### config.mk
export PLATFORM = sky130hd
export DESIGN_NAME = floppy_block_to_chs_mapper_core
export DESIGN_NICKNAME = d
export VERILOG_FILES = /design/src/fbcm_pkg.sv /design/src/floppy_block_to_chs_mapper_core.sv
export SDC_FILE = /design/constraint.sdc
export NUM_CORES = 1
export LEC_CHECK = 0
export ABC_CLOCK_PERIOD_IN_PS = 12800
export BUFFER_PORTS_ARGS = -buffer_cell sky130_fd_sc_hd__buf_2
export CAP_MARGIN = 0
export CELL_PAD_IN_SITES_DETAIL_PLACEMENT = 1
export CELL_PAD_IN_SITES_GLOBAL_PLACEMENT = 1
export CORE_MARGIN = 5
export CORE_UTILIZATION = 35
export DETAILED_ROUTE_END_ITERATION = 8
export HOLD_SLACK_MARGIN = 0.12
export PLACE_DENSITY_LB_ADDON = 0.1
export SLEW_MARGIN = 40
export SYNTH_ARGS = -nofsm -noshare
export SYNTH_HDL_FRONTEND = slang
export SYNTH_SLANG_ARGS = --single-unit
### constraint.sdc
create_clock -name clk_i -period 12.8 [get_ports clk_i]
set_input_delay 3.84 -clock clk_i [delete_from_list [all_inputs] [get_ports clk_i]]
set_output_delay 3.84 -clock clk_i [all_outputs]
set_load 0.02 [all_outputs]
### src/fbcm_pkg.sv
// Shared types, constants and the constant-divisor helper of the floppy block mapper.
`default_nettype none

package fbcm_pkg;

  // Disk geometry
  localparam int unsigned SECTORS_PER_TRACK = 10;
  localparam int unsigned TRACKS_PER_SIDE   = 80;

  // Field widths
  localparam int unsigned BLOCK_W  = 12;
  localparam int unsigned MINOR_W  = 4;
  localparam int unsigned TRACK_W  = 7;
  localparam int unsigned SECTOR_W = 4;
  localparam int unsigned CMD_W    = 7;

  localparam int unsigned BLOCK_MAX = (2 ** BLOCK_W) - 1;

  // Internal widths of quotients and remainders
  localparam int unsigned QS_W  = $clog2(BLOCK_MAX / SECTORS_PER_TRACK + 2);
  localparam int unsigned Q2S_W = $clog2(BLOCK_MAX / (2 * SECTORS_PER_TRACK) + 2);
  localparam int unsigned QST_W =
    $clog2(BLOCK_MAX / (SECTORS_PER_TRACK * TRACKS_PER_SIDE) + 2);
  localparam int unsigned RS_W  = $clog2(SECTORS_PER_TRACK);
  localparam int unsigned R2S_W = $clog2(2 * SECTORS_PER_TRACK);

  // Action codes
  localparam logic [1:0] ACT_NEW     = 2'd0;
  localparam logic [1:0] ACT_REPEAT  = 2'd1;
  localparam logic [1:0] ACT_ADVANCE = 2'd2;

  // Layout modes, minor bits 2..0
  localparam logic [2:0] MODE_SKEW3          = 3'd0;
  localparam logic [2:0] MODE_PLAIN          = 3'd1;
  localparam logic [2:0] MODE_INTERLEAVE     = 3'd2;
  localparam logic [2:0] MODE_RESERVED       = 3'd3;
  localparam logic [2:0] MODE_DS_SPLIT       = 3'd4;
  localparam logic [2:0] MODE_DS_ALT         = 3'd5;
  localparam logic [2:0] MODE_INTERLEAVE_UP  = 3'd6;
  localparam logic [2:0] MODE_DS_SKEW3       = 3'd7;

  // Controller command bases
  localparam logic [CMD_W-1:0] CMD_READ  = 7'o110;
  localparam logic [CMD_W-1:0] CMD_WRITE = 7'o170;

  // Reciprocal division: quotient estimate is at most one low, fixed by one compare
  localparam int unsigned DIV_W     = 16;
  localparam int unsigned DIV_SHIFT = 17;
  localparam logic [DIV_SHIFT-1:0] RECIP_S   =
    DIV_SHIFT'((2 ** DIV_SHIFT) / SECTORS_PER_TRACK);
  localparam logic [DIV_SHIFT-1:0] RECIP_2S  =
    DIV_SHIFT'((2 ** DIV_SHIFT) / (2 * SECTORS_PER_TRACK));
  localparam logic [DIV_SHIFT-1:0] RECIP_ST  =
    DIV_SHIFT'((2 ** DIV_SHIFT) / (SECTORS_PER_TRACK * TRACKS_PER_SIDE));

  typedef struct packed {
    logic [1:0]         action;
    logic [BLOCK_W-1:0] block_number;
    logic [MINOR_W-1:0] device_minor;
    logic               is_read;
  } fbcm_req_t;

  typedef struct packed {
    logic [TRACK_W-1:0]  track;
    logic [SECTOR_W-1:0] sector;
    logic                side;
    logic [CMD_W-1:0]    command_word;
    logic                invalid;
  } fbcm_rsp_t;

  typedef struct packed {
    logic [DIV_W-1:0] quot;
    logic [DIV_W-1:0] rem;
  } fbcm_divmod_t;

  // Divide by a build-time constant through its scaled reciprocal
  function automatic fbcm_divmod_t div_const(input logic [DIV_W-1:0]     value,
                                             input logic [DIV_W-1:0]     divisor,
                                             input logic [DIV_SHIFT-1:0] recip);
    logic [DIV_W+DIV_SHIFT-1:0] prod;
    logic [DIV_W-1:0]           quot;
    logic [DIV_W-1:0]           rem;
    fbcm_divmod_t               res;
    prod = (DIV_W + DIV_SHIFT)'(value) * (DIV_W + DIV_SHIFT)'(recip);
    quot = prod[DIV_SHIFT +: DIV_W];
    rem  = value - DIV_W'((2 * DIV_W)'(quot) * (2 * DIV_W)'(divisor));
    if (rem >= divisor) begin
      quot = quot + 1'b1;
      rem  = rem - divisor;
    end
    res.quot = quot;
    res.rem  = rem;
    return res;
  endfunction

endpackage

`default_nettype wire

### src/floppy_block_to_chs_mapper_core.sv
// Top level of the floppy block to track/sector/side mapper with command word.
//
//  channel  | direction | handshake               | payload
//  ---------+-----------+-------------------------+--------------------------
//  request  | in        | in_valid_i / in_stall_o | in_req_i  (fbcm_req_t)
//  result   | out       | out_valid_o/ out_stall_i| out_rsp_o (fbcm_rsp_t)
//
//  One request per cycle sustained while the result is not stalled. A request
//  passes state, divide and map stages, one register each; out_valid_o shows
//  its result from the map stage. The reciprocal divides set the stage split.
//  Reset clears the stored block, mode and read flag (block 0, mode 0, write)
//  and empties all stages; no memory needs clearing.
//  in_stall_o rises only when all three stages hold requests and the result
//  is stalled; any empty stage keeps the request side flowing.
`default_nettype none

module floppy_block_to_chs_mapper_core
  import fbcm_pkg::*;
(
  input  wire logic      clk_i,
  input  wire logic      rst_ni,
  input  wire logic      in_valid_i,
  output logic           in_stall_o,
  input  wire fbcm_req_t in_req_i,
  output logic           out_valid_o,
  input  wire logic      out_stall_i,
  output fbcm_rsp_t      out_rsp_o
);

  // Divide stage payload
  typedef struct packed {
    logic [QS_W-1:0]    q_s;
    logic [RS_W-1:0]    r_s;
    logic [Q2S_W-1:0]   q_2s;
    logic [R2S_W-1:0]   r_2s;
    logic [QST_W-1:0]   q_st;
    logic [RS_W-1:0]    r3_s;
    logic [R2S_W-1:0]   r3_2s;
    logic [MINOR_W-1:0] minor;
    logic               is_read;
    logic               invalid;
  } fbcm_mid_t;

  // Advance a track by one, wrapping the last track to zero
  function automatic logic [QS_W-1:0] rotate_track(input logic [QS_W-1:0] t);
    logic [QS_W-1:0] n;
    n = t + 1'b1;
    if (n == QS_W'(TRACKS_PER_SIDE)) begin
      n = '0;
    end
    return n;
  endfunction

  // ---------------------------------------------------------------------
  // Stage handshake: each stage moves when the one after it can take
  // ---------------------------------------------------------------------
  logic s1_valid_q, s1_valid_d;
  logic s2_valid_q, s2_valid_d;
  logic out_valid_q, out_valid_d;
  logic s2_ready, s3_ready;
  logic in_accept, s2_take, s3_take;

  assign s3_ready   = !out_valid_q || !out_stall_i;
  assign s2_ready   = !s2_valid_q || s3_ready;
  assign in_stall_o = s1_valid_q && !s2_ready;
  assign in_accept  = in_valid_i && !in_stall_o;
  assign s2_take    = s1_valid_q && s2_ready;
  assign s3_take    = s2_valid_q && s3_ready;

  always_comb begin
    s1_valid_d  = s1_valid_q;
    s2_valid_d  = s2_valid_q;
    out_valid_d = out_valid_q;
    if (in_accept) begin
      s1_valid_d = 1'b1;
    end else if (s2_take) begin
      s1_valid_d = 1'b0;
    end
    if (s2_take) begin
      s2_valid_d = 1'b1;
    end else if (s3_take) begin
      s2_valid_d = 1'b0;
    end
    if (s3_take) begin
      out_valid_d = 1'b1;
    end else if (!out_stall_i) begin
      out_valid_d = 1'b0;
    end
  end

  // ---------------------------------------------------------------------
  // State stage: stored block, minor and read flag double as stage payload
  // ---------------------------------------------------------------------
  logic [BLOCK_W-1:0] block_q, block_d;
  logic [MINOR_W-1:0] minor_q, minor_d;
  logic               read_q, read_d;
  logic               s1_invalid_q, s1_invalid_d;
  logic               range_bad;

  // Double-sided layouts (minor bit 2) allow twice the blocks
  assign range_bad = in_req_i.device_minor[2]
    ? ((BLOCK_W + 1)'(in_req_i.block_number) >=
       (BLOCK_W + 1)'(2 * SECTORS_PER_TRACK * TRACKS_PER_SIDE))
    : ((BLOCK_W + 1)'(in_req_i.block_number) >=
       (BLOCK_W + 1)'(SECTORS_PER_TRACK * TRACKS_PER_SIDE));

  always_comb begin
    block_d      = block_q;
    minor_d      = minor_q;
    read_d       = read_q;
    s1_invalid_d = s1_invalid_q;
    if (in_accept) begin
      s1_invalid_d = 1'b0;
      case (in_req_i.action)
        ACT_NEW: begin
          // Drop a bad request without touching the stored state
          if (range_bad) begin
            s1_invalid_d = 1'b1;
          end else begin
            block_d = in_req_i.block_number;
            minor_d = in_req_i.device_minor;
            read_d  = in_req_i.is_read;
          end
        end
        ACT_ADVANCE: begin
          block_d = block_q + 1'b1;
        end
        default: begin
          // Repeat, and the unused code, hold the stored block
          block_d = block_q;
        end
      endcase
    end
  end

  // ---------------------------------------------------------------------
  // Divide stage: all quotients and remainders of the stored block
  // ---------------------------------------------------------------------
  fbcm_mid_t    mid_q, mid_d;
  fbcm_divmod_t dm_s, dm_2s, dm_st;
  logic [RS_W+1:0]  x3_s;
  logic [R2S_W+1:0] x3_2s;

  always_comb begin
    dm_s  = div_const(DIV_W'(block_q), DIV_W'(SECTORS_PER_TRACK), RECIP_S);
    dm_2s = div_const(DIV_W'(block_q), DIV_W'(2 * SECTORS_PER_TRACK), RECIP_2S);
    dm_st = div_const(DIV_W'(block_q),
                      DIV_W'(SECTORS_PER_TRACK * TRACKS_PER_SIDE), RECIP_ST);

    // 3b mod S from b mod S: the triple stays below 3S
    x3_s = (RS_W + 2)'(dm_s.rem[RS_W-1:0]) * (RS_W + 2)'(3);
    if (x3_s >= (RS_W + 2)'(2 * SECTORS_PER_TRACK)) begin
      x3_s = x3_s - (RS_W + 2)'(2 * SECTORS_PER_TRACK);
    end else if (x3_s >= (RS_W + 2)'(SECTORS_PER_TRACK)) begin
      x3_s = x3_s - (RS_W + 2)'(SECTORS_PER_TRACK);
    end

    // 3b mod 2S from b mod 2S: the triple stays below 6S
    x3_2s = (R2S_W + 2)'(dm_2s.rem[R2S_W-1:0]) * (R2S_W + 2)'(3);
    if (x3_2s >= (R2S_W + 2)'(4 * SECTORS_PER_TRACK)) begin
      x3_2s = x3_2s - (R2S_W + 2)'(4 * SECTORS_PER_TRACK);
    end else if (x3_2s >= (R2S_W + 2)'(2 * SECTORS_PER_TRACK)) begin
      x3_2s = x3_2s - (R2S_W + 2)'(2 * SECTORS_PER_TRACK);
    end

    mid_d.q_s     = dm_s.quot[QS_W-1:0];
    mid_d.r_s     = dm_s.rem[RS_W-1:0];
    mid_d.q_2s    = dm_2s.quot[Q2S_W-1:0];
    mid_d.r_2s    = dm_2s.rem[R2S_W-1:0];
    mid_d.q_st    = dm_st.quot[QST_W-1:0];
    mid_d.r3_s    = x3_s[RS_W-1:0];
    mid_d.r3_2s   = x3_2s[R2S_W-1:0];
    mid_d.minor   = minor_q;
    mid_d.is_read = read_q;
    mid_d.invalid = s1_invalid_q;
  end

  // ---------------------------------------------------------------------
  // Map stage: pick the layout and form the command word
  // ---------------------------------------------------------------------
  fbcm_rsp_t       rsp_d, rsp_q;
  fbcm_divmod_t    dm_il;
  logic [QS_W-1:0] trk;
  logic [RS_W-1:0] sec;
  logic [RS_W:0]   sec_p1;
  logic [RS_W:0]   s_il;
  logic [QS_W-1:0] t_base;
  logic [QS_W-1:0] t_mod;
  logic            sd;

  always_comb begin
    // Interleaved layouts: doubled sector, folded back, skewed by two per track
    s_il = {mid_q.r_s, 1'b0};
    if (s_il >= (RS_W + 1)'(SECTORS_PER_TRACK)) begin
      s_il = s_il - (RS_W + 1)'(SECTORS_PER_TRACK - 1);
    end
    dm_il = div_const(DIV_W'(s_il) + DIV_W'({mid_q.q_s, 1'b0}),
                      DIV_W'(SECTORS_PER_TRACK), RECIP_S);

    // Track within its side for the split double-sided layout
    t_base = QS_W'(QS_W'(mid_q.q_st) * QS_W'(TRACKS_PER_SIDE));
    t_mod  = mid_q.q_s - t_base;

    trk = '0;
    sec = '0;
    sd  = 1'b0;
    unique case (mid_q.minor[2:0]) inside
      MODE_SKEW3: begin
        sec = mid_q.r3_s;
        trk = rotate_track(mid_q.q_s);
      end
      MODE_PLAIN: begin
        sec = mid_q.r_s;
        trk = mid_q.q_s;
      end
      MODE_INTERLEAVE, MODE_INTERLEAVE_UP: begin
        sec = dm_il.rem[RS_W-1:0];
        trk = rotate_track(mid_q.q_s);
        sd  = (mid_q.minor[2:0] == MODE_INTERLEAVE_UP);
      end
      MODE_RESERVED: begin
        sec = RS_W'(1);
        trk = QS_W'(1);
      end
      MODE_DS_SPLIT: begin
        sec = mid_q.r3_s;
        sd  = (mid_q.q_s >= QS_W'(TRACKS_PER_SIDE));
        trk = rotate_track(t_mod);
      end
      MODE_DS_ALT: begin
        sec = mid_q.r_s;
        trk = QS_W'(mid_q.q_2s);
        sd  = (mid_q.r_2s >= R2S_W'(SECTORS_PER_TRACK));
      end
      MODE_DS_SKEW3: begin
        sec = mid_q.r3_s;
        trk = rotate_track(QS_W'(mid_q.q_2s));
        sd  = (mid_q.r3_2s >= R2S_W'(SECTORS_PER_TRACK));
      end
    endcase

    sec_p1 = {1'b0, sec} + 1'b1;

    if (mid_q.invalid) begin
      rsp_d         = '0;
      rsp_d.invalid = 1'b1;
    end else begin
      rsp_d.track        = TRACK_W'(trk);
      rsp_d.sector       = SECTOR_W'(sec_p1);
      rsp_d.side         = sd;
      rsp_d.command_word = (mid_q.is_read ? CMD_READ : CMD_WRITE) |
                           CMD_W'({mid_q.minor[3], sd});
      rsp_d.invalid      = 1'b0;
    end
  end

  // ---------------------------------------------------------------------
  // Registers
  // ---------------------------------------------------------------------
  always_ff @(posedge clk_i or negedge rst_ni) begin
    if (!rst_ni) begin
      s1_valid_q   <= 1'b0;
      s2_valid_q   <= 1'b0;
      out_valid_q  <= 1'b0;
      block_q      <= '0;
      minor_q      <= '0;
      read_q       <= 1'b0;
      s1_invalid_q <= 1'b0;
    end else begin
      s1_valid_q   <= s1_valid_d;
      s2_valid_q   <= s2_valid_d;
      out_valid_q  <= out_valid_d;
      block_q      <= block_d;
      minor_q      <= minor_d;
      read_q       <= read_d;
      s1_invalid_q <= s1_invalid_d;
    end
  end

  // Payload stages carry no reset
  always_ff @(posedge clk_i) begin
    if (s2_take) begin
      mid_q <= mid_d;
    end
    if (s3_take) begin
      rsp_q <= rsp_d;
    end
  end

  assign out_valid_o = out_valid_q;
  assign out_rsp_o   = rsp_q;

endmodule

`default_nettype wire

# After elaboration in Yosys (flattened, before gate mapping)
# Cells that the tools add are included.
# word_totals
reg_bits	85
input_bits	23
output_inout_bits	22
elab_cells	136
# op_classes
n_addsub	22
n_mul	11
order_cmp	14
eq_ne	13
n_mux	30
n_bitwise	2
n_reduce_logical	22
# op_table
cell	count
$pmux W7 S6	1
$sub A12 B13 Y14	3
$ge A16 B4 Y1 const B	2
$add A9 B1 Y9 const B	3
$eq A9 B7 Y1 const B	3
$mul A12 B14 Y26 const B	1
$mul A11 B14 Y25 const B	1
$mul A12 B13 Y25 const B	1
$pmux W12 S2	1
$mul A8 B3 Y11 const B	2
$mux W7	3
$mul A12 B8 Y20 const B	1
$mux W5	4
$ge A16 B10 Y1 const B	1
$ge A16 B5 Y1 const B	1
$mux W4	4
$pmux W4 S4	1
$ge A5 B4 Y1 const B	3
$sub A11 B12 Y13	1
$add A12 B1 Y12 const B	1
$eq A3 B3 Y1 const B	4
$ge A12 B10 Y1 const B	1
$ge A12 B11 Y1 const B	1
$mul A9 B3 Y12 const B	1
42 further kinds	69

# Longest topological paths before layout
# logic_depth
depth_word	10
depth_mapped	51
mapped_depth_nobuf	51

# Worst setup path before layout
# Ideal clock, no wire load.
# synth_timing
path_type	reg2reg
from	register mid_q[31] (netlist name)
to	register rsp_q, in the netlist out_rsp_o[10], data pin
setup_ps	258
arrival_time_ps	10978
required_time_ps	12542
setup_slack_ps	1564
path_stages_with_launch	44
period_less_slack_ps	11236
path_cell_list	edfxtp_1 ha_1 nand2b_1 a21oi_1 xnor2_1 ha_1 fa_1 and3_1 a211oi_1 nor3_1 xor2_1 ha_1 fa_1 inv_1 fa_1 fa_1 inv_1 fa_1 [8 not listed] a21oi_1 xnor2_1 ha_1 fa_1 a21oi_1 nor2_1 nor2_1 xor2_1 ha_1 nor3b_1 a21oi_2 xnor2_1 or4_1 or4_4 or3_4 a31oi_1 ha_1 nor2b_1
# synth_via
elab_chain_cells	10
word_cells_on_any_way	12
classes_between	5 x add/sub; 2 x mul; 2 x order compare; 3 x mux
# synth_rtl
element	line_no	text
start: declaration	floppy_block_to_chs_mapper_core.sv:139	fbcm_mid_t mid_q, mid_d;
start signal: assignment	floppy_block_to_chs_mapper_core.sv:283	mid_q <= mid_d;
$sub A5 B4 Y5 / $ge A5 B4 Y1 (equally long branches)	floppy_block_to_chs_mapper_core.sv:195, floppy_block_to_chs_mapper_core.sv:194	
$mux W5	floppy_block_to_chs_mapper_core.sv:194	if (s_il >= (RS_W + 1)'(SECTORS_PER_TRACK)) begin
$add A5 B10 Y11	floppy_block_to_chs_mapper_core.sv:197	dm_il = div_const(DIV_W'(s_il) + DIV_W'({mid_q.q_s, 1'b0}),
$mul A11 B14 Y25	fbcm_pkg.sv:84	prod = (DIV_W + DIV_SHIFT)'(value) * (DIV_W + DIV_SHIFT)'(recip);
$mul A8 B3 Y11	fbcm_pkg.sv:86	rem = value - DIV_W'((2 * DIV_W)'(quot) * (2 * DIV_W)'(divisor));
$sub A11 B12 Y13	fbcm_pkg.sv:86	
$ge A16 B4 Y1 / $sub A4 B4 Y4 (equally long branches)	fbcm_pkg.sv:87, fbcm_pkg.sv:89	
$mux W4	fbcm_pkg.sv:87	if (rem >= divisor) begin
$pmux W4 S4 *	floppy_block_to_chs_mapper_core.sv:207	unique case (mid_q.minor[2:0]) inside
$add A4 B1 Y4 *	floppy_block_to_chs_mapper_core.sv:242	sec_p1 = {1'b0, sec} + 1'b1;
named net sec_p1[1]	floppy_block_to_chs_mapper_core.sv:185	logic [RS_W:0] sec_p1;
end signal: assignment	floppy_block_to_chs_mapper_core.sv:286	rsp_q <= rsp_d;
end: declaration	floppy_block_to_chs_mapper_core.sv:181	fbcm_rsp_t rsp_d, rsp_q;
# Mark *: on every way through the listed nets, which the timed path passes. The rest lies on a longest branch.
# A chain may end at the register's enable or synchronous reset.

# Worst setup path in the final report
# Same ends and word-level chain as after synthesis.

==> out/results.ini <==
[outcome]
status = completed

[timing]
tns_ns = 0
grt_setup_unrepaired = false
fin_skew_ns = 0.0200
period_share_pct = 93.9
worstMarginPinSlew_ns = 0.790
relSlewSlack_pct = 46.9
post-route-min-period_ns = 12.02
final-setup-viol-count = 0
clock.fmax_mhz = 83.2
drv_slew = 0
finalHoldViolCount = 0

[cts]
cts.htree.levels = 3
cts.sinks = 78
clk_latency_ns = 0.37
clockRootBuffer = clkbuf_16
cts_max_path_buffers = 2
cts_tree = done
clk_pin_slew_ns = 0.06
cts_buffers = 9
cts-hold-fix-buffers = 0

[layout]
antenna-diode-count = 0
area_delta_synth_final_pct = 9.71
nNetsFinal = 2172
finalNonFillerCells = 2250
fin_area_um2 = 16300
drive_gt1_share_pct = 8.30

[global_routing]
grt_util_all_layers_pct = 18.7
grt_pass1_wl_um = 69800
grt.overflow.total = 0
first_global_vias = 12752
grt_max_degree = 42
antenna_found_initial = 0

[synth]
synth.most_common_cell = ha_1
synthDistinctLibCells = 86
ys_warn_count = 0
synth_edf_count = 57
synth_nets = 2108
yosys.area.top_type_share_pct = 29.3
async_flop_share_pct = 26.9
synth_top_area_cell = ha_1
syn_avg_cell_area_um2 = 9.06
synth-seq-cells = 78
synth_commonest_cells = ha_1, inv_1, fa_1
syn_inst = 1642
yosysSeqAreaShare_pct = 15.0
ys.flop_type = edfxtp_1
synth_area_leaders = ha_1, fa_1, edfxtp_1
syn_area_um2 = 14900

[drt]
drt_iter0_drc = 464
dr.pass1.iters = 6
wirelength_um = 43200
num_vias = 11784
vias_per_cell = 5.24
drtAntennaViolNets = 0
drcViolationCount = 0
wl_per_cell_um = 19.2

[setup_path]
crit_fanout = 6
worst_ep_required_time_ns = 12.89
arrival_ns = 12.10
critPathKind = flop to flop
critPathLaunchType = flop
max_stage_delay_ns = 0.58
worstSetupEndpointType = flop
reg2reg_slack_ns = 0.78
cp_slowest_cell = fa_1
crit_path_frequent_cell = ha_1

[die]
boundaryPins = 45
die_w_um = 216
start_util_pct = 35.4
dieArea_um2 = 46700
die_h_um = 216
rows = 75
core_um2 = 42000

[place]
dpl_cell_area_um2 = 15900
gp_congestion = 0.824
hpwl_um = 36600
port_buffers = 43
place_inst = 2232

[min_path]
hold_class = flop to flop

[flow_run]
maxCapViolCount = 0

## kinds of logic (layout without fill, tap and decap cells)
| logic type | after synthesis | count (layout) | share of synthesized area, % |
|---|---|---|---|
| AOI/OAI and AO/OA | 333 | 333 | 15.0 |
| xor gates and xnor gates | 115 | 115 | 6.82 |
| adders and majority gates | 443 | 443 | 42.0 |
| buffers and inverters | 301 | 370 | 7.70 |
| DFF | 78 | 78 | 15.0 |
| muxes | 16 | 16 | 1.14 |
| other | 1 | 1 | 0.0252 |
| and+or+nand+nor | 355 | 355 | 12.2 |
## registers in the layout, summed over array words and instances (netlist names)
| register | count |
|---|---|
| mid_q | 41 |
| s1_valid_q | 1 |
| minor_q | 4 |
| read_q | 1 |
| out_valid_o | 1 |
| s2_valid_q | 1 |
| out_rsp_o | 16 |
| block_q | 12 |
| s1_invalid_q | 1 |
## layout make-up
class / instances / area, um^2
tap: 539 / 674
inverter: 273 / 1020
clock buffer: 12 / 267
timing repair buffer: 81 / 504
multi-input combinational: 1263 / 11500
sequential: 78 / 2240
fill: 4928 / 25700
clock inverter: 4 / 77.6
## layout by cell type (no fill, tap or decap), types with 9 or more instances in the layout
master / Yosys / layout
nand2_1: 82 / 82
a211oi_1: 10 / 10
nor2b_1: 26 / 25
buf_2: 1 / 43
a21o_1: 35 / 35
nand3_1: 35 / 35
buf_4: 4 / 37
edfxtp_1: 57 / 57
nand4_1: 14 / 14
fa_1: 95 / 95
xor2_1: 46 / 45
o21a_1: 14 / 14
ha_1: 348 / 347
nor3_1: 31 / 31
nor4_1: 9 / 9
xnor2_1: 68 / 66
a21oi_1: 88 / 87
dfrtp_1: 21 / 20
o21ai_0: 63 / 63
a31oi_1: 11 / 11
o21bai_1: 14 / 14
and3_1: 11 / 11
inv_1: 273 / 273
nand2b_1: 17 / 17
nor2_1: 82 / 82
o211ai_1: 12 / 12
clkbuf_16: 0 / 9
## path summary, 6_finish.rpt
kind / startpoint / end / depth (start not counted)
min in group asynchronous: rst_ni / minor_q[2]$_DFFE_PN0P_ / 1
setup / recovery: mid_q[31]$_DFFE_PP_ / out_rsp_o[10]$_SDFFCE_PP0P_ / 43
hold / removal: read_q$_DFFE_PN0P_ / mid_q[1]$_DFFE_PP_ / 0
hold reg to reg: read_q$_DFFE_PN0P_ / mid_q[1]$_DFFE_PP_ / 0
setup reg to reg: mid_q[31]$_DFFE_PP_ / out_rsp_o[10]$_SDFFCE_PP0P_ / 43
max in group asynchronous: rst_ni / block_q[4]$_DFFE_PN0P_ / 1
## critical path, delay by kind of cell, from the launching register on
| kind | cells | cell delay (ns) |
|---|---|---|
| adders and majority gates | 13 | 4.94 |
| AOI/OAI and AO/OA | 12 | 2.74 |
| and+or+nand+nor | 11 | 2.61 |
| xor gates and xnor gates | 5 | 0.82 |
| buffers and inverters | 2 | 0.15 |
| DFF | 1 | 0.48 |
## through the flow
stage | setup slack, ns | hold slack (ns) | util, %
after global routing | 0.0495 | 0.460 | 38.8
after CTS | 0.423 | 0.443 | 38.7
final | 0.782 | 0.440 | 38.8
after detailed placement | 0.510 | 0.429 | 37.9
after global placement | 0.727 | 0.424 | 37.9
after floorplan | 1.56 | 0.419 | -
## timing repair
item | in CTS | in global routing
setup buffers | 0 | 1
resized for setup | 0 | 7
setup endpoints to repair | 0 | 6
## layer usage
layer  up-vias  track usage (%)  part of all wire, %
li1       5840                -                    -
met1      5810             24.8                   48
met3        24             2.23                  2.3
met4         0             2.93                  1.4
met5         -                0                    0
met2       110             33.5                   49
Power is not shown: default switching activity piles up to over one toggle a cycle in this logic, so the estimate is an artifact.
